## config.mk

```make
export PLATFORM = sky130hd
export DESIGN_NAME = mdas_front
export DESIGN_NICKNAME = d
export VERILOG_FILES = /design/src/rtl/mdas_pkg.sv /design/src/rtl/mdas_front.sv
export SDC_FILE = /design/constraint.sdc
export NUM_CORES = 1
export LEC_CHECK = 0
export ABC_CLOCK_PERIOD_IN_PS = 4300
export BUFFER_PORTS_ARGS = -buffer_cell sky130_fd_sc_hd__buf_2
export CORE_MARGIN = 1
export CORE_UTILIZATION = 50
export DETAILED_ROUTE_END_ITERATION = 10
export HOLD_SLACK_MARGIN = 0.02
export PLACE_DENSITY_LB_ADDON = 0.05
export SLEW_MARGIN = 20
export SYNTH_ARGS = -nofsm -noshare
export SYNTH_HDL_FRONTEND = slang
export SYNTH_SLANG_ARGS = --single-unit
export TNS_END_PERCENT = 1
```

## constraint.sdc

```tcl
create_clock -name clk -period 4.3 [get_ports clk]
set_input_delay 0.43 -clock clk [delete_from_list [all_inputs] [get_ports clk]]
set_output_delay 0.43 -clock clk [all_outputs]
set_load 0.02 [all_outputs]
```

## src/rtl/mdas_pkg.sv

```systemverilog
// ----------------------------------------------------------------------------
// mdas_pkg
// Shared constants and types for the multidimensional array store.
// ----------------------------------------------------------------------------
`timescale 1ns / 1ps

package mdas_pkg;

  // Fixed field widths
  localparam int MAX_DIMS       = 3;
  localparam int COORD_BITS     = 16;
  localparam int DATA_BITS      = 32;
  localparam int CFG_INDEX_BITS = 3;
  localparam int DIM_IDX_BITS   = 2;

  // Queue depths between the parts
  localparam int CMDQ_DEPTH = 8;
  localparam int OUTQ_DEPTH = 4;

  typedef logic [COORD_BITS-1:0] coord_t;
  typedef coord_t [MAX_DIMS-1:0] coord_vec_t;

  typedef enum logic {
    OP_WRITE = 1'b0,
    OP_READ  = 1'b1
  } op_t;

  // Geometry unit status seen by the front end
  typedef struct packed {
    logic busy;
    logic ok;
  } geom_status_t;

  // Back end status seen by the front end
  typedef struct packed {
    logic clearing;
    logic cmd_pop;
  } back_status_t;

endpackage

```

## src/rtl/mdas_front.sv

```systemverilog
// ----------------------------------------------------------------------------
// mdas_front
// Accepts transactions, checks bounds and forms the row-major offset.
// ----------------------------------------------------------------------------
`timescale 1ns / 1ps

module mdas_front #(
  parameter int DIMS     = 3,
  parameter int CAPACITY = 4096,
  localparam int STRIDE_W = $clog2(CAPACITY + 1),
  localparam int AW       = $clog2(CAPACITY)
) (
  input  logic                                        clk,
  input  logic                                        rst_n,
  input  logic                                        in_push,
  output logic                                        in_full,
  input  logic                                        in_op,
  input  mdas_pkg::coord_vec_t                        in_coord,
  input  logic [mdas_pkg::DATA_BITS-1:0]              in_word,
  input  mdas_pkg::coord_vec_t                        lower,
  input  mdas_pkg::coord_vec_t                        upper,
  input  logic [mdas_pkg::MAX_DIMS-1:0][STRIDE_W-1:0] stride,
  input  mdas_pkg::geom_status_t                      geom,
  input  mdas_pkg::back_status_t                      back,
  output logic                                        cmd_push,
  output mdas_pkg::op_t                               cmd_op,
  output logic                                        cmd_fault,
  output logic [AW-1:0]                               cmd_off,
  output logic [mdas_pkg::DATA_BITS-1:0]              cmd_word
);

  import mdas_pkg::*;

  localparam int CW     = $clog2(CMDQ_DEPTH + 1);
  localparam int FULL_W = COORD_BITS + STRIDE_W;

  logic                          accept;
  logic [CW-1:0]                 credit_r, credit_nxt;
  logic                          s1_v_r, s2_v_r, s3_v_r;

  op_t                           s1_op_r, s2_op_r, s3_op_r;
  coord_vec_t                    s1_coord_r;
  logic [DATA_BITS-1:0]          s1_word_r, s2_word_r, s3_word_r;
  coord_vec_t                    s2_rel_r, rel_nxt;
  logic                          s2_fault_r, s3_fault_r, fault_nxt;
  logic [MAX_DIMS-1:0][AW-1:0]   s3_prod_r, prod_nxt;

  // Input handshake and command queue credits
  assign accept  = in_push && !in_full;
  assign in_full = geom.busy || back.clearing || (credit_r == '0);

  always_comb begin
    credit_nxt = credit_r - CW'(accept) + CW'(back.cmd_pop);
  end

  // Stage 2: per-dimension bound check, geometry check and relative index
  always_comb begin
    logic lane_ok;
    fault_nxt = !geom.ok;
    for (int d = 0; d < MAX_DIMS; d++) begin
      lane_ok = ($signed(s1_coord_r[d]) >= $signed(lower[d]))
             && ($signed(s1_coord_r[d]) <= $signed(upper[d]));
      rel_nxt[d] = (d < DIMS) ? (s1_coord_r[d] - lower[d]) : '0;
      if ((d < DIMS) && !lane_ok) begin
        fault_nxt = 1'b1;
      end
    end
  end

  // Stage 3: one product per dimension lane
  always_comb begin
    logic [FULL_W-1:0] full_p;
    for (int d = 0; d < MAX_DIMS; d++) begin
      full_p      = FULL_W'(s2_rel_r[d]) * FULL_W'(stride[d]);
      prod_nxt[d] = (d < DIMS) ? full_p[AW-1:0] : '0;
    end
  end

  // Offset sum feeding the command queue
  always_comb begin
    cmd_off = '0;
    for (int d = 0; d < MAX_DIMS; d++) begin
      cmd_off = cmd_off + s3_prod_r[d];
    end
  end

  assign cmd_push  = s3_v_r;
  assign cmd_op    = s3_op_r;
  assign cmd_fault = s3_fault_r;
  assign cmd_word  = s3_word_r;

  always_ff @(posedge clk) begin
    if (!rst_n) begin
      credit_r <= CW'(CMDQ_DEPTH);
      s1_v_r   <= 1'b0;
      s2_v_r   <= 1'b0;
      s3_v_r   <= 1'b0;
    end else begin
      credit_r <= credit_nxt;
      s1_v_r   <= accept;
      s2_v_r   <= s1_v_r;
      s3_v_r   <= s2_v_r;
    end
  end

  always_ff @(posedge clk) begin
    if (accept) begin
      s1_op_r    <= op_t'(in_op);
      s1_coord_r <= in_coord;
      s1_word_r  <= in_word;
    end
    s2_op_r    <= s1_op_r;
    s2_word_r  <= s1_word_r;
    s2_rel_r   <= rel_nxt;
    s2_fault_r <= fault_nxt;
    s3_op_r    <= s2_op_r;
    s3_word_r  <= s2_word_r;
    s3_prod_r  <= prod_nxt;
    s3_fault_r <= s2_fault_r;
  end

`ifndef NO_ASSERTIONS
  a_credit_bound: assert property (@(posedge clk) disable iff (!rst_n)
      credit_r <= CW'(CMDQ_DEPTH))
    else $error("mdas_front: command credit above queue depth");
`endif

endmodule

```

[After elaboration in Yosys (flattened, before gate mapping)]
Index checks and enable logic that the tools add are counted.
Cells by class
  $add $sub $neg: 7
  multipliers: 3
  $lt $le $gt $ge: 6
  reductions and logical operators: 10
Operators by type and width (number)
  $ge 16x16->1: 3
  $le 16x16->1: 3
  $mul 16x13->12: 3
  $sub 16x16->16: 3
  $add 12x12->12: 2
  $add 4x1->4: 1
  $logic_and 1x1->1: 4
  $logic_not 4->1: 1
  $sub 4x1->4: 1
  $reduce_and 3->1: 1
  $logic_not 1->1: 2
  $logic_or 1x1->1: 2
Word-level totals
  register bits: 240
  bits of input ports: 223
  output and inout bits: 48
  word-level logic and storage cells: 47

[Logic depth before layout (Yosys ltp)]
  depth after elaboration: 6
  mapped depth: 19

[Worst setup path before layout]
Ideal clock, no wire load.
  kind: input to register
  from: input stride[16] in the netlist's numbering
  to: register s3_prod_r[23] in the netlist's numbering
  arrival: 4294 ps
  data required time: 4179 ps
  path slack: -115 ps
  stages on the path: 18
  path buffers: 1
  cells stage by stage: clkbuf_1 -> nand2_1 -> fa_1 -> inv_1 -> fa_1 -> inv_1 -> fa_1 -> inv_1 -> fa_1 -> inv_1 -> fa_1 -> xor2_1 -> xnor2_1 -> xnor2_1 -> xnor2_1 -> xnor2_1 -> xnor2_1 -> xnor2_1
RTL lines
  start, declared: RTL line mdas_front.sv:22  | input logic [mdas_pkg::MAX_DIMS-1:0][STRIDE_W-1:0] stride,
  end signal, assigned: RTL line mdas_front.sv:118  | s3_prod_r <= prod_nxt;
  end, declared: RTL line mdas_front.sv:46  | logic [MAX_DIMS-1:0][AW-1:0] s3_prod_r, prod_nxt;

==> impl_results.html <==
<table>
<tr><th>Metric</th><th>Value</th></tr>
<tr><th colspan="2">Status</th></tr>
<tr><td>Status</td><td>finished with violations</td></tr>
<tr><td>Failing checks</td><td>DRC</td></tr>
<tr><th colspan="2">Die</th></tr>
<tr><td>Die Y</td><td>179.3 um</td></tr>
<tr><td>Initial core utilization</td><td>51.09%</td></tr>
<tr><td>Top-level I/O count</td><td>271</td></tr>
<tr><td>Area of the core</td><td>0.03075 mm^2</td></tr>
<tr><td>Die width</td><td>179.3 um</td></tr>
<tr><td>Floorplan row count</td><td>64</td></tr>
<tr><td>Die Outline Area</td><td>0.03214 mm^2</td></tr>
<tr><th colspan="2">Routing</th></tr>
<tr><td>Vias per Instance</td><td>4.848</td></tr>
<tr><td>Sum of routed wire length over all layers</td><td>32.27 mm</td></tr>
<tr><td>Iteration-0 DRC Markers</td><td>400</td></tr>
<tr><td>Number of remaining DRC errors</td><td>8</td></tr>
<tr><td>DRT Pass-1 Iters</td><td>8</td></tr>
<tr><td>Number of routed nets with antenna violations</td><td>0</td></tr>
<tr><td>Vias</td><td>11127</td></tr>
<tr><td>Routed length per instance</td><td>14.06 um</td></tr>
<tr><th colspan="2">Synthesis</th></tr>
<tr><td>Count of unique library cells instantiated by Yosys</td><td>53</td></tr>
<tr><td>Count of mapped cells out of synthesis</td><td>1571</td></tr>
<tr><td>Post-Synthesis Mean Instance Area</td><td>10.00 um^2</td></tr>
<tr><td>Number of enable flip-flop cells after synthesis</td><td>81</td></tr>
<tr><td>Primary FF master, synth</td><td>sky130_fd_sc_hd__dfxtp_1</td></tr>
<tr><td>Post-synth net total</td><td>2125</td></tr>
<tr><td>Count of yosys warnings during synthesis</td><td>0</td></tr>
<tr><td>Synth Register Bits</td><td>228</td></tr>
<tr><td>Portion of the post-synthesis area used by sequential elements</td><td>34.21%</td></tr>
<tr><td>Post-Syn Area</td><td>0.01571 mm^2</td></tr>
<tr><td>Fraction of registers with async set or reset after synthesis</td><td>0%</td></tr>
<tr><th colspan="2">Finish</th></tr>
<tr><td>Filler-free cell count of the finished design</td><td>2295</td></tr>
<tr><td>Filler cells</td><td>2739</td></tr>
<tr><td>Sequential cell area in the final layout</td><td>0.005396 mm^2</td></tr>
<tr><td>Share of post-route cells with drive strength above 1</td><td>19.77%</td></tr>
<tr><td>Area used by multi-input combinational logic</td><td>0.009086 mm^2</td></tr>
<tr><td>Final design utilization</td><td>60.47%</td></tr>
<tr><td>Number of nets in the layout</td><td>2427</td></tr>
<tr><td>Signed area change from the synthesized netlist to the final layout</td><td>18.34%</td></tr>
<tr><th colspan="2">Worst setup path</th></tr>
<tr><td>Most frequent cell on the critical path</td><td>sky130_fd_sc_hd__xnor2_1</td></tr>
<tr><td>Kind of end point of the critical path</td><td>flop</td></tr>
<tr><td>Worst Path Required</td><td>4760 ps</td></tr>
<tr><td>Length in cells of the worst reg-to-reg path</td><td>17</td></tr>
<tr><td>Biggest cell delay along the critical path</td><td>550 ps</td></tr>
<tr><td>Worst endpoint data arrival time</td><td>4630 ps</td></tr>
<tr><td>Crit start category</td><td>flop</td></tr>
<tr><td>Beginning of the worst register-to-register path</td><td>s2_rel_r[21]$_DFF_P_</td></tr>
<tr><td>Critical path class</td><td>flop to flop</td></tr>
<tr><td>Critical path peak fanout</td><td>3</td></tr>
<tr><td>Endpoint of the worst-slack reg-to-reg timing path</td><td>s3_prod_r[23]$_DFF_P_</td></tr>
<tr><td>Cell-by-cell trace of the critical path</td><td>nand2_4 &gt; fa_1 &gt; inv_2 &gt; fa_1 &gt; inv_1 &gt; fa_1 &gt; inv_2 &gt; fa_1 &gt; inv_2 &gt; fa_2 &gt; xor2_2 &gt; xnor2_1 &gt; xnor2_1 &gt; xnor2_1 &gt; xnor2_1 &gt; xnor2_1 &gt; xnor2_1</td></tr>
<tr><td>Kind of cell adding the most delay to the critical path</td><td>adder cells</td></tr>
<tr><td>R2R Setup Slk</td><td>130 ps</td></tr>
<tr><td>Worst Path Buf+Inv</td><td>4</td></tr>
<tr><td>Standard cell with the maximum stage delay on the critical path</td><td>sky130_fd_sc_hd__fa_1</td></tr>
<tr><th colspan="2">Clock tree</th></tr>
<tr><td>Deepest clock path buffer count</td><td>3</td></tr>
<tr><td>Worst-path clk slew</td><td>60 ps</td></tr>
<tr><td>Cell chosen for the clock root</td><td>sky130_fd_sc_hd__clkbuf_16</td></tr>
<tr><td>CTS tree</td><td>yes</td></tr>
<tr><td>Number of clock sinks</td><td>228</td></tr>
<tr><td>Later-pin clock latency in the skew report</td><td>530 ps</td></tr>
<tr><td>Number of buffers created by CTS</td><td>25</td></tr>
<tr><td>Post-CTS Hold Fix Bufs</td><td>0</td></tr>
<tr><td>H-tree level count</td><td>1</td></tr>
<tr><th colspan="2">Placed design</th></tr>
<tr><td>Weighted congestion reported at the end of routability-driven placement</td><td>0.8564</td></tr>
<tr><td>Placed Cells incl. Taps</td><td>2240</td></tr>
<tr><td>Detailed Place HPWL</td><td>26.94 mm</td></tr>
<tr><td># port buffers</td><td>267</td></tr>
<tr><th colspan="2">STA</th></tr>
<tr><td>Share of the clock period used by the worst path</td><td>97.05%</td></tr>
<tr><td>Max_slew headroom</td><td>44.42%</td></tr>
<tr><td>Max Clk Rate</td><td>239.6 MHz</td></tr>
<tr><td>Setup tns final</td><td>0 ps</td></tr>
<tr><td>Final Hold Vio Count</td><td>0</td></tr>
<tr><td>Worst clock skew</td><td>10.24 ps</td></tr>
<tr><td>Setup violation total in the final timing report</td><td>0</td></tr>
<tr><td>Final Max Tran Viols</td><td>0</td></tr>
<tr><td>Worst Tran Pin Value</td><td>833.7 ps</td></tr>
<tr><td>Setup repair after global routing missed its margin</td><td>true</td></tr>
<tr><td>Final critical delay including setup and external delays</td><td>4173 ps</td></tr>
<tr><th colspan="2">Power and ir drop</th></tr>
<tr><td>Total power</td><td>12880 uW</td></tr>
<tr><td>Total power per unit cell area</td><td>692.9 mW/mm^2</td></tr>
<tr><td>Worst voltage drop across the vdd grid</td><td>0.9954 mV</td></tr>
<tr><td>Static leakage</td><td>0.009313 uW</td></tr>
<tr><th colspan="2">Global routing</th></tr>
<tr><td>Global-route usage over all layers</td><td>20.52%</td></tr>
<tr><td>Total gr overflow</td><td>0</td></tr>
<tr><td>Maximum number of pins on one net before global-route repair</td><td>64</td></tr>
<tr><td>Number of global-route vias before repair</td><td>11430</td></tr>
<tr><td>Global-route wire length before repair</td><td>52.27 mm</td></tr>
<tr><td>Initial antenna violation count</td><td>11</td></tr>
<tr><th colspan="2">Job</th></tr>
<tr><td>Max_cap viols</td><td>0</td></tr>
<tr><th colspan="2">Hold path</th></tr>
<tr><td>Worst min path class</td><td>primary input to flop</td></tr>
<tr><td>Hold path depth</td><td>1</td></tr>
<tr><td>Worst hold endpoint</td><td>s1_coord_r[37]$_DFFE_PP_</td></tr>
<tr><td>Hold Startpoint</td><td>in_coord[37]</td></tr>
</table>
==> metal layers <==
| layer | vias up | global-route usage, % | wire length (um) |
|---|---|---|---|
| met1 | 5224 | 23.94 | 13420 |
| met3 | 60 | 5.068 | 2022 |
| met4 | 8 | 6.232 | 755 |
| li1 | 5601 | - | - |
| met5 | - | 0 | 40 |
| met2 | 234 | 36.78 | 16030 |
==> state kept, by name, summed over array words and instances, names as in the netlist <==
name / flops
s1_op_r: 1
s2_rel_r: 36
s1_coord_r: 48
s2_fault_r: 1
s2_word_r: 32
s3_prod_r: 36
cmd_op: 1
cmd_push: 1
s1_word_r: 32
cmd_fault: 1
s1_v_r: 1
s2_v_r: 1
credit_r: 4
s2_op_r: 1
cmd_word: 32
==> cells in the mapped netlist, types with 3 or more instances <==
cell,count,share of area [%]
sky130_fd_sc_hd__a2111oi_0,3,0.17
sky130_fd_sc_hd__a211oi_1,4,0.19
sky130_fd_sc_hd__a21o_1,19,0.91
sky130_fd_sc_hd__a21oi_1,51,1.6
sky130_fd_sc_hd__a31oi_1,4,0.16
sky130_fd_sc_hd__and2_1,66,2.6
sky130_fd_sc_hd__and3_1,3,0.12
sky130_fd_sc_hd__and4_1,5,0.28
sky130_fd_sc_hd__clkbuf_1,25,0.60
sky130_fd_sc_hd__dfxtp_1,147,19
sky130_fd_sc_hd__edfxtp_1,81,15
sky130_fd_sc_hd__fa_1,133,17
sky130_fd_sc_hd__ha_1,198,16
sky130_fd_sc_hd__inv_1,319,7.6
sky130_fd_sc_hd__nand2_1,204,4.9
sky130_fd_sc_hd__nand2b_1,10,0.40
sky130_fd_sc_hd__nand3_1,12,0.38
sky130_fd_sc_hd__nand4_1,13,0.52
sky130_fd_sc_hd__nor2_1,34,0.81
sky130_fd_sc_hd__nor2b_1,13,0.52
sky130_fd_sc_hd__nor3_1,10,0.32
sky130_fd_sc_hd__nor4_1,4,0.16
sky130_fd_sc_hd__o211ai_1,3,0.14
sky130_fd_sc_hd__o21a_1,10,0.48
sky130_fd_sc_hd__o21ai_0,32,1.0
sky130_fd_sc_hd__o21ai_1,4,0.13
sky130_fd_sc_hd__o21bai_1,6,0.29
sky130_fd_sc_hd__o22ai_1,3,0.12
sky130_fd_sc_hd__o41ai_1,3,0.17
sky130_fd_sc_hd__or2_2,3,0.12
sky130_fd_sc_hd__or3_1,4,0.16
sky130_fd_sc_hd__xnor2_1,99,5.5
sky130_fd_sc_hd__xor2_1,22,1.2
==> stage by stage <==
stage               setup slack [ps]  instance area, um^2  hold WS, ps
CTS                            16.63                18500        46.73
global placement              -132.2                17680        309.9
detailed placement            -177.5                17680        312.1
floorplan                     -11.68                15710        309.6
finish                         126.7                18590        71.81
global route                  -62.27                18590        40.19
==> report_power, final <==
group | internal, uW | switching, uW
Combinational | 3690 | 4240
Sequential | 2640 | 221
Clock | 1230 | 863
==> cell type report <==
| type | count | area share [%] |
|---|---|---|
| antenna | 7 | 0.09421 |
| clock buffer | 34 | 3.829 |
| clock inverter | 12 | 0.5384 |
| inverter | 319 | 6.440 |
| multi-input combinational | 999 | 48.87 |
| sequential | 228 | 29.02 |
| tap | 396 | 2.665 |
| timing repair buffer | 300 | 8.540 |
==> worst max path at each step <==
stage	start	to	slack, ps	cells after the start
after floorplan	stride[16]	s3_prod_r[23]$_DFF_P_	-10	18
after global placement	stride[5]	s3_prod_r[11]$_DFF_P_	-130	18
after detailed placement	stride[5]	s3_prod_r[11]$_DFF_P_	-180	18
after CTS	s2_rel_r[5]$_DFF_P_	s3_prod_r[11]$_DFF_P_	20	17
after global routing	s2_rel_r[21]$_DFF_P_	s3_prod_r[23]$_DFF_P_	-60	17
final	s2_rel_r[21]$_DFF_P_	s3_prod_r[23]$_DFF_P_	130	17
==> cells by family (layout without fill, tap and decap cells) <==
group	after synthesis	in the layout	synth area share, %
other	0	7	0
adder cells (fa/ha/maj)	331	331	32.71
AO/OA/AOI/OAI	159	159	6.411
flip-flops	228	228	34.21
AND/OR/NAND/NOR	386	386	11.57
multiplexers	2	2	0.1274
XOR/XNOR	121	121	6.745
buffers and inverters	344	665	8.219
==> layout by cell type (no fill, tap or decap), types with 31 or more instances in the layout <==
cell type and instances:
sky130_fd_sc_hd__dfxtp_1 134, sky130_fd_sc_hd__edfxtp_1 81, sky130_fd_sc_hd__and2_1 65, sky130_fd_sc_hd__nor2_1 34, sky130_fd_sc_hd__buf_2 267, sky130_fd_sc_hd__xnor2_1 99, sky130_fd_sc_hd__a21oi_1 50, sky130_fd_sc_hd__nand2_1 201
sky130_fd_sc_hd__o21ai_0 31, sky130_fd_sc_hd__fa_1 130, sky130_fd_sc_hd__ha_1 198, sky130_fd_sc_hd__buf_4 32, sky130_fd_sc_hd__inv_1 314
==> what timing repair did <==
item                       4_1_cts  5_1_grt
resized for setup                1       31
setup endpoints to repair        1        3
pin swaps                        0       24
buffers inserted                 0        2
No activity file was read; power rests on OpenSTA's default activity.
