## config.mk

```make
export PLATFORM = sky130hd
export DESIGN_NAME = mdas_geom
export DESIGN_NICKNAME = d
export VERILOG_FILES = /design/src/rtl/mdas_pkg.sv /design/src/rtl/mdas_geom.sv
export SDC_FILE = /design/constraint.sdc
export NUM_CORES = 1
export LEC_CHECK = 0
export ABC_AREA = 1
export ABC_CLOCK_PERIOD_IN_PS = 18010
export BUFFER_PORTS_ARGS = -buffer_cell sky130_fd_sc_hd__buf_2
export CAP_MARGIN = 20
export CORE_MARGIN = 2
export CORE_UTILIZATION = 52
export DETAILED_ROUTE_END_ITERATION = 12
export MAX_ROUTING_LAYER = met4
export PLACE_DENSITY_LB_ADDON = 0.25
export RECOVER_POWER = 100
export SYNTH_ARGS = -nofsm -noshare
export SYNTH_HDL_FRONTEND = slang
export SYNTH_SLANG_ARGS = --single-unit
```

## constraint.sdc

```tcl
create_clock -name clk -period 18.01 [get_ports clk]
set_input_delay 3.602 -clock clk [delete_from_list [all_inputs] [get_ports clk]]
set_output_delay 3.602 -clock clk [all_outputs]
set_load 0.01 [all_outputs]
```

## src/rtl/mdas_pkg.sv

```systemverilog
// ----------------------------------------------------------------------------
// mdas_pkg
// Shared constants and types for the multidimensional array store.
// ----------------------------------------------------------------------------
`timescale 1ns / 1ps

package mdas_pkg;

  // Fixed field widths
  localparam int MAX_DIMS       = 3;
  localparam int COORD_BITS     = 16;
  localparam int DATA_BITS      = 32;
  localparam int CFG_INDEX_BITS = 3;
  localparam int DIM_IDX_BITS   = 2;

  // Queue depths between the parts
  localparam int CMDQ_DEPTH = 8;
  localparam int OUTQ_DEPTH = 4;

  typedef logic [COORD_BITS-1:0] coord_t;
  typedef coord_t [MAX_DIMS-1:0] coord_vec_t;

  typedef enum logic {
    OP_WRITE = 1'b0,
    OP_READ  = 1'b1
  } op_t;

  // Geometry unit status seen by the front end
  typedef struct packed {
    logic busy;
    logic ok;
  } geom_status_t;

  // Back end status seen by the front end
  typedef struct packed {
    logic clearing;
    logic cmd_pop;
  } back_status_t;

endpackage

```

## src/rtl/mdas_geom.sv

```systemverilog
// ----------------------------------------------------------------------------
// mdas_geom
// Bound registers and stride computation, one dimension per cycle.
// ----------------------------------------------------------------------------
`timescale 1ns / 1ps

module mdas_geom #(
  parameter int DIMS     = 3,
  parameter int CAPACITY = 4096,
  localparam int STRIDE_W = $clog2(CAPACITY + 1)
) (
  input  logic                                              clk,
  input  logic                                              rst_n,
  input  logic                                              cfg_valid,
  input  logic [mdas_pkg::CFG_INDEX_BITS-1:0]               cfg_index,
  input  mdas_pkg::coord_t                                  cfg_data,
  output mdas_pkg::coord_vec_t                              lower,
  output mdas_pkg::coord_vec_t                              upper,
  output logic [mdas_pkg::MAX_DIMS-1:0][STRIDE_W-1:0]       stride,
  output mdas_pkg::geom_status_t                            status
);

  import mdas_pkg::*;

  typedef enum logic [1:0] {
    GEOM_IDLE = 2'b01,
    GEOM_CALC = 2'b10
  } geom_state_t;

  typedef enum logic [CFG_INDEX_BITS-1:0] {
    REG_LOWER_0 = 3'd0,
    REG_UPPER_0 = 3'd1,
    REG_LOWER_1 = 3'd2,
    REG_UPPER_1 = 3'd3,
    REG_LOWER_2 = 3'd4,
    REG_UPPER_2 = 3'd5
  } cfg_reg_t;

  localparam int EXT_W  = COORD_BITS + 2;
  localparam int PROD_W = 2 * STRIDE_W;
  localparam logic signed [EXT_W-1:0]    CAP_S    = EXT_W'(CAPACITY);
  localparam logic [PROD_W-1:0]          CAP_P    = PROD_W'(CAPACITY);
  localparam logic [DIM_IDX_BITS-1:0]    LAST_DIM = DIM_IDX_BITS'(DIMS - 1);
  localparam coord_t                     UPPER_RESET = COORD_BITS'(15);

  geom_state_t                          state_r, state_nxt;
  coord_vec_t                           lower_r, lower_nxt;
  coord_vec_t                           upper_r, upper_nxt;
  logic [MAX_DIMS-1:0][STRIDE_W-1:0]    stride_r, stride_nxt;
  logic [STRIDE_W-1:0]                  run_r, run_nxt;
  logic [DIM_IDX_BITS-1:0]              dim_r, dim_nxt;
  logic                                 bad_r, bad_nxt;
  logic                                 ok_r, ok_nxt;
  coord_t                               lo_sel, hi_sel;
  logic signed [EXT_W-1:0]              ext_s;
  logic                                 ext_bad;
  logic [STRIDE_W-1:0]                  ext_u;
  logic [PROD_W-1:0]                    prod;
  logic                                 prod_bad;

  // Extent of the current dimension and running product
  always_comb begin
    lo_sel   = lower_r[dim_r];
    hi_sel   = upper_r[dim_r];
    ext_s    = $signed({{2{hi_sel[COORD_BITS-1]}}, hi_sel})
             - $signed({{2{lo_sel[COORD_BITS-1]}}, lo_sel})
             + $signed(EXT_W'(1));
    ext_bad  = (ext_s <= $signed(EXT_W'(0))) || (ext_s > CAP_S);
    ext_u    = ext_s[STRIDE_W-1:0];
    prod     = PROD_W'(run_r) * PROD_W'(ext_u);
    prod_bad = (prod > CAP_P);
  end

  // Register writes restart the stride walk from the fastest dimension
  always_comb begin
    state_nxt  = state_r;
    lower_nxt  = lower_r;
    upper_nxt  = upper_r;
    stride_nxt = stride_r;
    run_nxt    = run_r;
    dim_nxt    = dim_r;
    bad_nxt    = bad_r;
    ok_nxt     = ok_r;
    if (cfg_valid) begin
      case (cfg_reg_t'(cfg_index))
        REG_LOWER_0: lower_nxt[0] = cfg_data;
        REG_UPPER_0: upper_nxt[0] = cfg_data;
        REG_LOWER_1: lower_nxt[1] = cfg_data;
        REG_UPPER_1: upper_nxt[1] = cfg_data;
        REG_LOWER_2: lower_nxt[2] = cfg_data;
        REG_UPPER_2: upper_nxt[2] = cfg_data;
        default: ;
      endcase
      state_nxt = GEOM_CALC;
      dim_nxt   = LAST_DIM;
      run_nxt   = STRIDE_W'(1);
      bad_nxt   = 1'b0;
    end else if (state_r == GEOM_CALC) begin
      stride_nxt[dim_r] = run_r;
      run_nxt           = prod[STRIDE_W-1:0];
      bad_nxt           = bad_r | ext_bad | prod_bad;
      if (dim_r == '0) begin
        state_nxt = GEOM_IDLE;
        ok_nxt    = !(bad_r | ext_bad | prod_bad);
      end else begin
        dim_nxt = dim_r - 1'b1;
      end
    end
  end

  always_ff @(posedge clk) begin
    if (!rst_n) begin
      state_r <= GEOM_CALC;
      lower_r <= '0;
      upper_r <= {MAX_DIMS{UPPER_RESET}};
      run_r   <= STRIDE_W'(1);
      dim_r   <= LAST_DIM;
      bad_r   <= 1'b0;
      ok_r    <= 1'b0;
    end else begin
      state_r <= state_nxt;
      lower_r <= lower_nxt;
      upper_r <= upper_nxt;
      run_r   <= run_nxt;
      dim_r   <= dim_nxt;
      bad_r   <= bad_nxt;
      ok_r    <= ok_nxt;
    end
  end

  always_ff @(posedge clk) begin
    stride_r <= stride_nxt;
  end

  assign lower       = lower_r;
  assign upper       = upper_r;
  assign stride      = stride_r;
  assign status.busy = (state_r == GEOM_CALC);
  assign status.ok   = ok_r;

endmodule

```

# == Yosys cells after proc, flatten, opt, wreduce, memory -nomap -nowiden ==
# Cells that the tools add are included.
# totals
reg_bits,154
latch_bits,0
mem_bits_rw,0
rom_bits,0
elab_cells,57
memories,0
# op_classes
n_addsub,3
multipliers,1
n_div,0
magnitude_cmp,5
eq_ne,6
shift,0
n_mux,7
n_bitwise,5
reduce_logical,16
# op_table
op,count
$bmux W16 S2,2
$bwmux W39,1
$mux W16,2
$demux W13 S2,1
$gt A26 B13 Y1 const B,1
$mul A13 B13 Y26,1
$add A17 B2 Y18 const B,1
$gt A18 B14 Y1 const B,1
$le A18 B1 Y1 const B,1
$reduce_and A2 Y1,9
$sub A16 B16 Y17,1
$mux W13,1
$eq A3 B2 Y1 const B,2
$eq A3 B3 Y1 const B,2
$eq A3 B1 Y1 const B,1
$logic_not A3 Y1,1
$lt A2 B3 Y1 const B,1
$not A1 Y1,3
$reduce_and A3 Y1,1
$eq A2 B2 Y1 const B,1
$ge A2 B1 Y1 const B,1
$logic_not A2 Y1,1
$or A1 B1 Y1,2
$reduce_or A2 Y1,1
other kinds (4),4

# == Logic depth before layout (Yosys ltp) ==
# Gate-level depths: netlist (run 1).
# depth
depth_word,9
ltp_mapped,46
depth_no_buf,45

# == Worst setup path after synthesis (run 1) ==
# Ideal clock, no wire load.
# synth_timing
kind,reg2reg
start,register dim_r[0]
end,register bad_r
setup_ps,114
arrival_ps,6961
required_ps,17896
setup_slack_ps,10935
stages_incl_launch_ff,39
path_cell_list,dfxtp_1 clkbuf_1 nor2_1 clkbuf_1 a2bb2oi_1 ha_1 inv_1 ha_1 inv_1 fa_1 inv_1 nand3_1 nand2_2 nand2_2 nand3b_1 nand2_4 inv_1 nand2_1 (+3 left out) fa_1 fa_1 inv_1 fa_1 inv_1 ha_1 nand2_1 nor2_1 nand2_1 nand3b_1 nand4_1 nand2_1 nor2_1 nand3_1 nor2_1 nand3_2 nand2_1 nor2_1
# synth_between
elab_chain_len,8
word_cells_on_any_way,13
cone_classes,add/sub (2); mul (1); order compare (3); mux (4); bitwise (2); reduce/logical (1)
# synth_rtl
item,line_no,source
from (decl),mdas_geom.sv:51,"logic [DIM_IDX_BITS-1:0] dim_r, dim_nxt;"
from (signal assigned),mdas_geom.sv:125,dim_r <= dim_nxt;
"$bmux W16 S2, on equally long branches","mdas_geom.sv:64, mdas_geom.sv:63",
"$mux W16, on equally long branches","mdas_geom.sv:64, mdas_geom.sv:63",
$sub A16 B16 Y17 *,mdas_geom.sv:66,"- $signed({{2{lo_sel[COORD_BITS-1]}}, lo_sel})"
$add A17 B2 Y18 *,mdas_geom.sv:67,+ $signed(EXT_W'(1));
branches (longest 3 deep; another with $mul A13 B13 Y26),-,
$or A1 B1 Y1 *,mdas_geom.sv:101,bad_nxt = bad_r | ext_bad | prod_bad;
to (signal assigned),mdas_geom.sv:126,bad_r <= bad_nxt;
to (decl),mdas_geom.sv:52,"logic bad_r, bad_nxt;"
# Mark *: on every way between the ends. The select of a mux whose other input is x is not followed.
# A chain may end at the register's enable or synchronous reset.

# == Final worst setup path (run 1) ==
# layout_timing
start,register dim_r[1]
end,register bad_r
# Same word-level chain as after synthesis.

==> metrics.csv, run 1 <==
stage;metric;value;unit
grt;largest net degree at the start of global routing;99;
routing;drt pass-1 iters;6;
sta;setup violators final;0;
grt;number of global-route vias before repair;12000;
synth;Yosys top cell by area;fa_1;
die;Starting Density;52.7;%
cts;CTS max path bufs;2;
die;Core Region;25000;sq um
synth;Seq/Total Area, Yosys;26.3;%
routing;routed vias/inst;5.41;
routing;DRT Wirelength;39900;microns
die;die width;163;microns
cts;cts bufs inserted;17;
synth;syn_nets;2040;
cts;clock tree sinks;154;
worst_setup_path;critical path required time;18.34;ns
cts;CTS Hold Bufs;0;
grt;antenna violations before repair;1;
routing;Residual DRC;0;
cts;CTS tree;done;
sta;Final Hold Fails;0;
sta;Least-Margin Pin Slew;3.76;ns
grt;gr ovfl total;0;
final_layout;commonest non-fill, non-tap cell in the layout;nand2_1;
final_layout;final cell area excluding filler cells;14700;sq um
pwr;Max IR drop VDD;0.198;mV
pwr;power per cell area;208;nW/um^2
sta;unrepaired setup endpoints after global routing;false;
pwr;Pwr Total;3060;uW
die;row cnt;58;
place;dpl hpwl;30900;microns
sta;crit share post-route;48.8;%
cts;# resized after CTS;0;
grt;total track usage;31.8;%
grt;first-pass GRT wire length;63800;microns
cts;H-tree Lvls;4;
sta;Worst Clk Skew;0.0143;ns
sta;Max Fclk;114;MHz
final_layout;layout cells sized above 1;4.59;%
synth;Warnings, synthesis;0;
worst_setup_path;critical path arrival;9.12;ns
routing;DRT antenna net count;0;
worst_setup_path;Max stage delay on crit path;0.74;ns
sta;Setup Total Neg Slack;0;ns
synth;syn_area_per_cell;7.38;sq um
pwr;Leak Pwr;0.00763;uW
cts;CTS root buf;clkbuf_16;
sta;min cycle time layout;8.79;ns
job;maxcap violations;4;
worst_setup_path;critical path startpoint category;flop;
worst_setup_path;flop2flop setup slack;9.22;ns
die;Chip Height;163;microns
final_layout;most frequent cells in the layout;379 x nand2_1, 322 x nor2_1, 321 x inv_1;
worst_setup_path;crit-path most repeated cell;nand2_1;
worst_setup_path;CP Class;reg -> reg;
sta;Final WS setup;9.22;ns
place;dpl cell area;14300;sq um
cts;Post-CTS Setup Bufs;0;
synth;Distinct cells, synth;38;
synth;synth top area cells;fa_1 18%, dfxtp_1 17%, nand2_1 11%;
hold_path;HP Class;reg -> reg;
sta;max-slew violation count;143;
synth;#FFs+latches synth;154;
routing;DR WL/cell;17.6;microns
worst_setup_path;slowest CP cell;inv_1;
cts;Clock Pin Slew Worst Setup and Hold Paths;0.07;ns
routing;DRT iter0 DRCs;1202;
synth;Yosys top cell area share;18.5;%
die;IO Pins;159;
synth;Gate Count Post-Synth;1790;
routing;Vias;12300;
synth;synthesized area;13200;sq um
die;die area;26700;sq um
place;post-place setup slack;9.59;ns
place;PortBufs;158;
cts;Clock Latency Late Sink;0.44;ns
worst_setup_path;crit end category;flop;
final_layout;Final nets;2175;
status;failing checks;capacitance limit, slew limit;
status;status;finished with violations;
final_layout;Area growth syn-to-layout;11.5;%
sta;max_slew headroom;-150;%
place;gpl congestion;0.999;
worst_setup_path;CP Max Fanout;35;
==> worst max-delay path, delay by kind of cell, from the launching register on <==
family / cells / cell delay [ns]
flip-flops: 1 / 0.33
adder cells (fa/ha/maj): 9 / 4.01
AND/OR/NAND/NOR: 20 / 2.53
AO/OA/AOI/OAI: 1 / 0.09
buffers and inverters: 9 / 1.69
==> state kept, by name (all words and copies together) (netlist names) <==
register	flops
bad_r	1
run_r	13
lower	48
stride	39
state_r	2
ok_r	1
dim_r	2
upper	48
==> kinds of logic after synthesis <==
family                   count (synthesis)  synth area share (%)
adder cells (fa/ha/maj)                228                  28.5
AO/OA/AOI/OAI                          209                  8.64
XOR/XNOR                                 7                 0.663
AND/OR/NAND/NOR                        812                  25.0
flip-flops                             154                  26.3
buffers and inverters                  380                  10.8
==> final cells by class <==
class,count,area (sq um)
multi-input combinational,1256,8290
sequential,154,3470
clock buffer,17,425
clock inverter,15,194
timing repair buffer,169,693
inverter,327,1230
tap,330,413
fill,2497,10300
antenna,1,2.50
==> synthesized netlist by cell type, drive strengths merged <==
cell,instances
nand2,394
nor2,324
inv,323
o21ai,142
fa,122
dfxtp,115
ha,106
nand3,54
clkbuf,51
a21oi,39
edfxtp,39
a2bb2oi,15
nand3b,13
nand4,9
nor3,7
o211ai,5
or2,5
and2,4
clkinv,4
xor2,4
o21bai,3
xnor2,3
a32oi,2
buf,2
nor3b,2
a211oi,1
a21o,1
o21a,1
==> per-layer routing <==
metal | up-vias | part of all wire (%) | global-route usage [%]
li1 | 5781 | - | -
met1 | 5809 | 43 | 43.2
met2 | 592 | 45 | 48.7
met3 | 100 | 9.5 | 5.51
met4 | 0 | 2.9 | 9.49
met5 | - | 0 | -
==> through the flow <==
step / cells / utilization (%) / hold WS (ns)
global route: 2269 / 58.8 / 0.465
CTS: 2267 / 59.6 / 0.451
detailed placement: 2235 / 57.1 / 0.435
floorplan: 1790 / - / 0.419
global placement: 2233 / 57.0 / 0.429
finish: 2269 / 58.8 / 0.449
==> where the power goes <==
part           leakage [uW]  switching, uW  internal (uW)
Combinational       0.00602           1520            742
Sequential          0.00130           46.9            384
Clock              0.000300            177            190
==> path summary, 6_finish.rpt <==
| path | endpoint | depth (start not counted) | from |
|---|---|---|---|
| max | bad_r | 39 | dim_r[1] |
| min | state_r[1] | 2 | state_r[1] |
| max reg2reg | bad_r | 39 | dim_r[1] |
| min reg2reg | state_r[1] | 2 | state_r[1] |
Power figures use the tool's default switching activity.
==> inputs of run 2 (changes only) <==
ABC_CLOCK_PERIOD_IN_PS = 7000   (was 18010)
clock period = 7 ns   (was 18.01 ns; I/O delays follow)
==> metrics.csv, run 2 (synthesis results as in run 1) <==
stage;metric;value;unit;change
status;status;finished, final reports clean;;
worst_setup_path;CP Max Fanout;7;;-80%
worst_setup_path;critical path startpoint category;flop;;
final_layout;commonest non-fill, non-tap cell in the layout;nand2_1;;
cts;Clock Pin Slew Worst Setup and Hold Paths;0.07;ns;about the same
final_layout;final cell area excluding filler cells;16800;sq um;+14%
worst_setup_path;crit end category;flop;;
final_layout;Area growth syn-to-layout;27.0;%;
final_layout;most frequent cells in the layout;334 x nand2_1, 297 x inv_1, 295 x nor2_1;;
die;row cnt;58;;unchanged
cts;CTS root buf;clkbuf_16;;
sta;Final WS setup;0.174;ns;-9.05 ns
sta;max-slew violation count;0;;-100%
sta;Final Hold Fails;0;;unchanged
die;Chip Height;163;microns;unchanged
grt;antenna violations before repair;0;;-1
worst_setup_path;CP Buf/Inv Count;9;;unchanged
cts;CTS max path bufs;2;;unchanged
die;Starting Density;52.7;%;unchanged
final_layout;Fillers;2183;;-13%
final_layout;non-filler cells in the finished layout;2407;;+6.1%
sta;Worst Clk Skew;0.0114;ns;-0.00285 ns
place;post-place setup slack;-0.586;ns;-10.18 ns
grt;first-pass GRT wire length;65900;microns;+3.3%
job;maxcap violations;0;;-4
place;dpl cell area;15200;sq um;+6.5%
routing;DRT iter0 DRCs;1097;;-8.7%
routing;Vias;13000;;+6.1%
die;IO Pins;159;;unchanged
cts;Clock Latency Late Sink;0.44;ns;about the same
grt;total track usage;32.7;%;+0.93 points
worst_setup_path;CP Class;reg -> reg;;
place;Placed Instances;2353;;+5.3%
cts;clock tree sinks;154;;unchanged
sta;crit share post-route;97.5;%;+49 points
final_layout;n_diodes;0;;-1
grt;largest net degree at the start of global routing;99;;unchanged
place;PortBufs;158;;unchanged
die;die area;26700;sq um;unchanged
hold_path;HP Class;reg -> reg;;
final_layout;final core utilization;67.0;%;+8.2 points
sta;min cycle time layout;6.83;ns;-1.96 ns
final_layout;layout cells sized above 1;20.0;%;+15 points
grt;number of global-route vias before repair;12900;;+6.9%
routing;DR WL/cell;17.6;microns;-0.12%
final_layout;area of the multi-input gates;9150;sq um;+10%
worst_setup_path;critical path arrival;7.15;ns;-1.97 ns
place;gpl congestion;0.995;;-0.42%
routing;DRT antenna net count;0;;unchanged
routing;routed vias/inst;5.41;;about the same
sta;Max Fclk;146;MHz;+29%
final_layout;Final nets;2314;;+6.4%
final_layout;FF/Latch Area;3480;sq um;+0.14%
die;Core Region;25000;sq um;unchanged
worst_setup_path;crit-path most repeated cell;nand2_1;;
cts;H-tree Lvls;4;;unchanged
sta;setup violators final;0;;unchanged
routing;DRT Wirelength;42300;microns;+6.0%
routing;Residual DRC;0;;unchanged
sta;max_slew headroom;28.8;%;+180 points
die;die width;163;microns;unchanged
cts;CTS Hold Bufs;0;;unchanged
cts;cts bufs inserted;17;;unchanged
worst_setup_path;CP top delay family;adder cells;;
sta;Least-Margin Pin Slew;1.06;ns;-2.69 ns
place;dpl hpwl;32100;microns;+3.8%
sta;unrepaired setup endpoints after global routing;true;;
worst_setup_path;Max stage delay on crit path;0.59;ns;-0.15 ns
cts;CTS tree;done;;
routing;drt pass-1 iters;5;;-1
grt;gr ovfl total;0;;unchanged
worst_setup_path;slowest CP cell;fa_2;;
worst_setup_path;critical path required time;7.32;ns;-11.02 ns
-- run 2: worst paths after layout --
check / startpoint / endpoint / slack, ns / cells after the start
hold / removal: state_r[1] / state_r[1] / 0.45 / 2
setup reg to reg: dim_r[0] / bad_r / 0.17 / 39
hold reg to reg: state_r[1] / state_r[1] / 0.45 / 2
setup / recovery: dim_r[0] / bad_r / 0.17 / 39
-- run 2: routing by layer --
metal	track usage (%)	routed length, microns
met3	6.96	4270
met5	-	0
met2	51.5	19500
met1	42.0	17000
met4	11.1	1570
-- run 2: layout make-up --
class	count	share of cell area [%]
Clock buffer	19	2.77
Clock inverter	13	0.716
Inverter	327	7.49
Multi-Input combinational cell	1256	54.6
Sequential cell	154	20.7
Tap cell	330	2.46
Timing Repair Buffer	308	11.2
-- run 2: tightest hold or removal path: cells and delay by family (launching register included) --
family | cells | cell delay (ns)
DFF | 1 | 0.31
and+or+nand+nor | 2 | 0.10
-- run 2: what timing repair did --
action | 4_1_cts | 5_1_grt
cloned | 1 | 1
resized for setup | 54 | 176
buffers inserted | 5 | 15
hold endpoints to repair | 0 | 0
endpoints found under the setup margin | 2 | 4
pin swaps | 16 | 104
-- run 2: metrics by stage --
stage / hold WS (ns) / setup TNS [ns]
6_report: 0.452 / 0
4_1_cts: 0.451 / 0
3_5_place_dp: 0.436 / -1.15
3_3_place_gp: 0.429 / -1.11
2_1_floorplan: 0.419 / 0
5_1_grt: 0.481 / -0.0885
Power of run 2 is not shown: default switching activity piles up to over one toggle a cycle in this logic, so the estimate is an artifact.
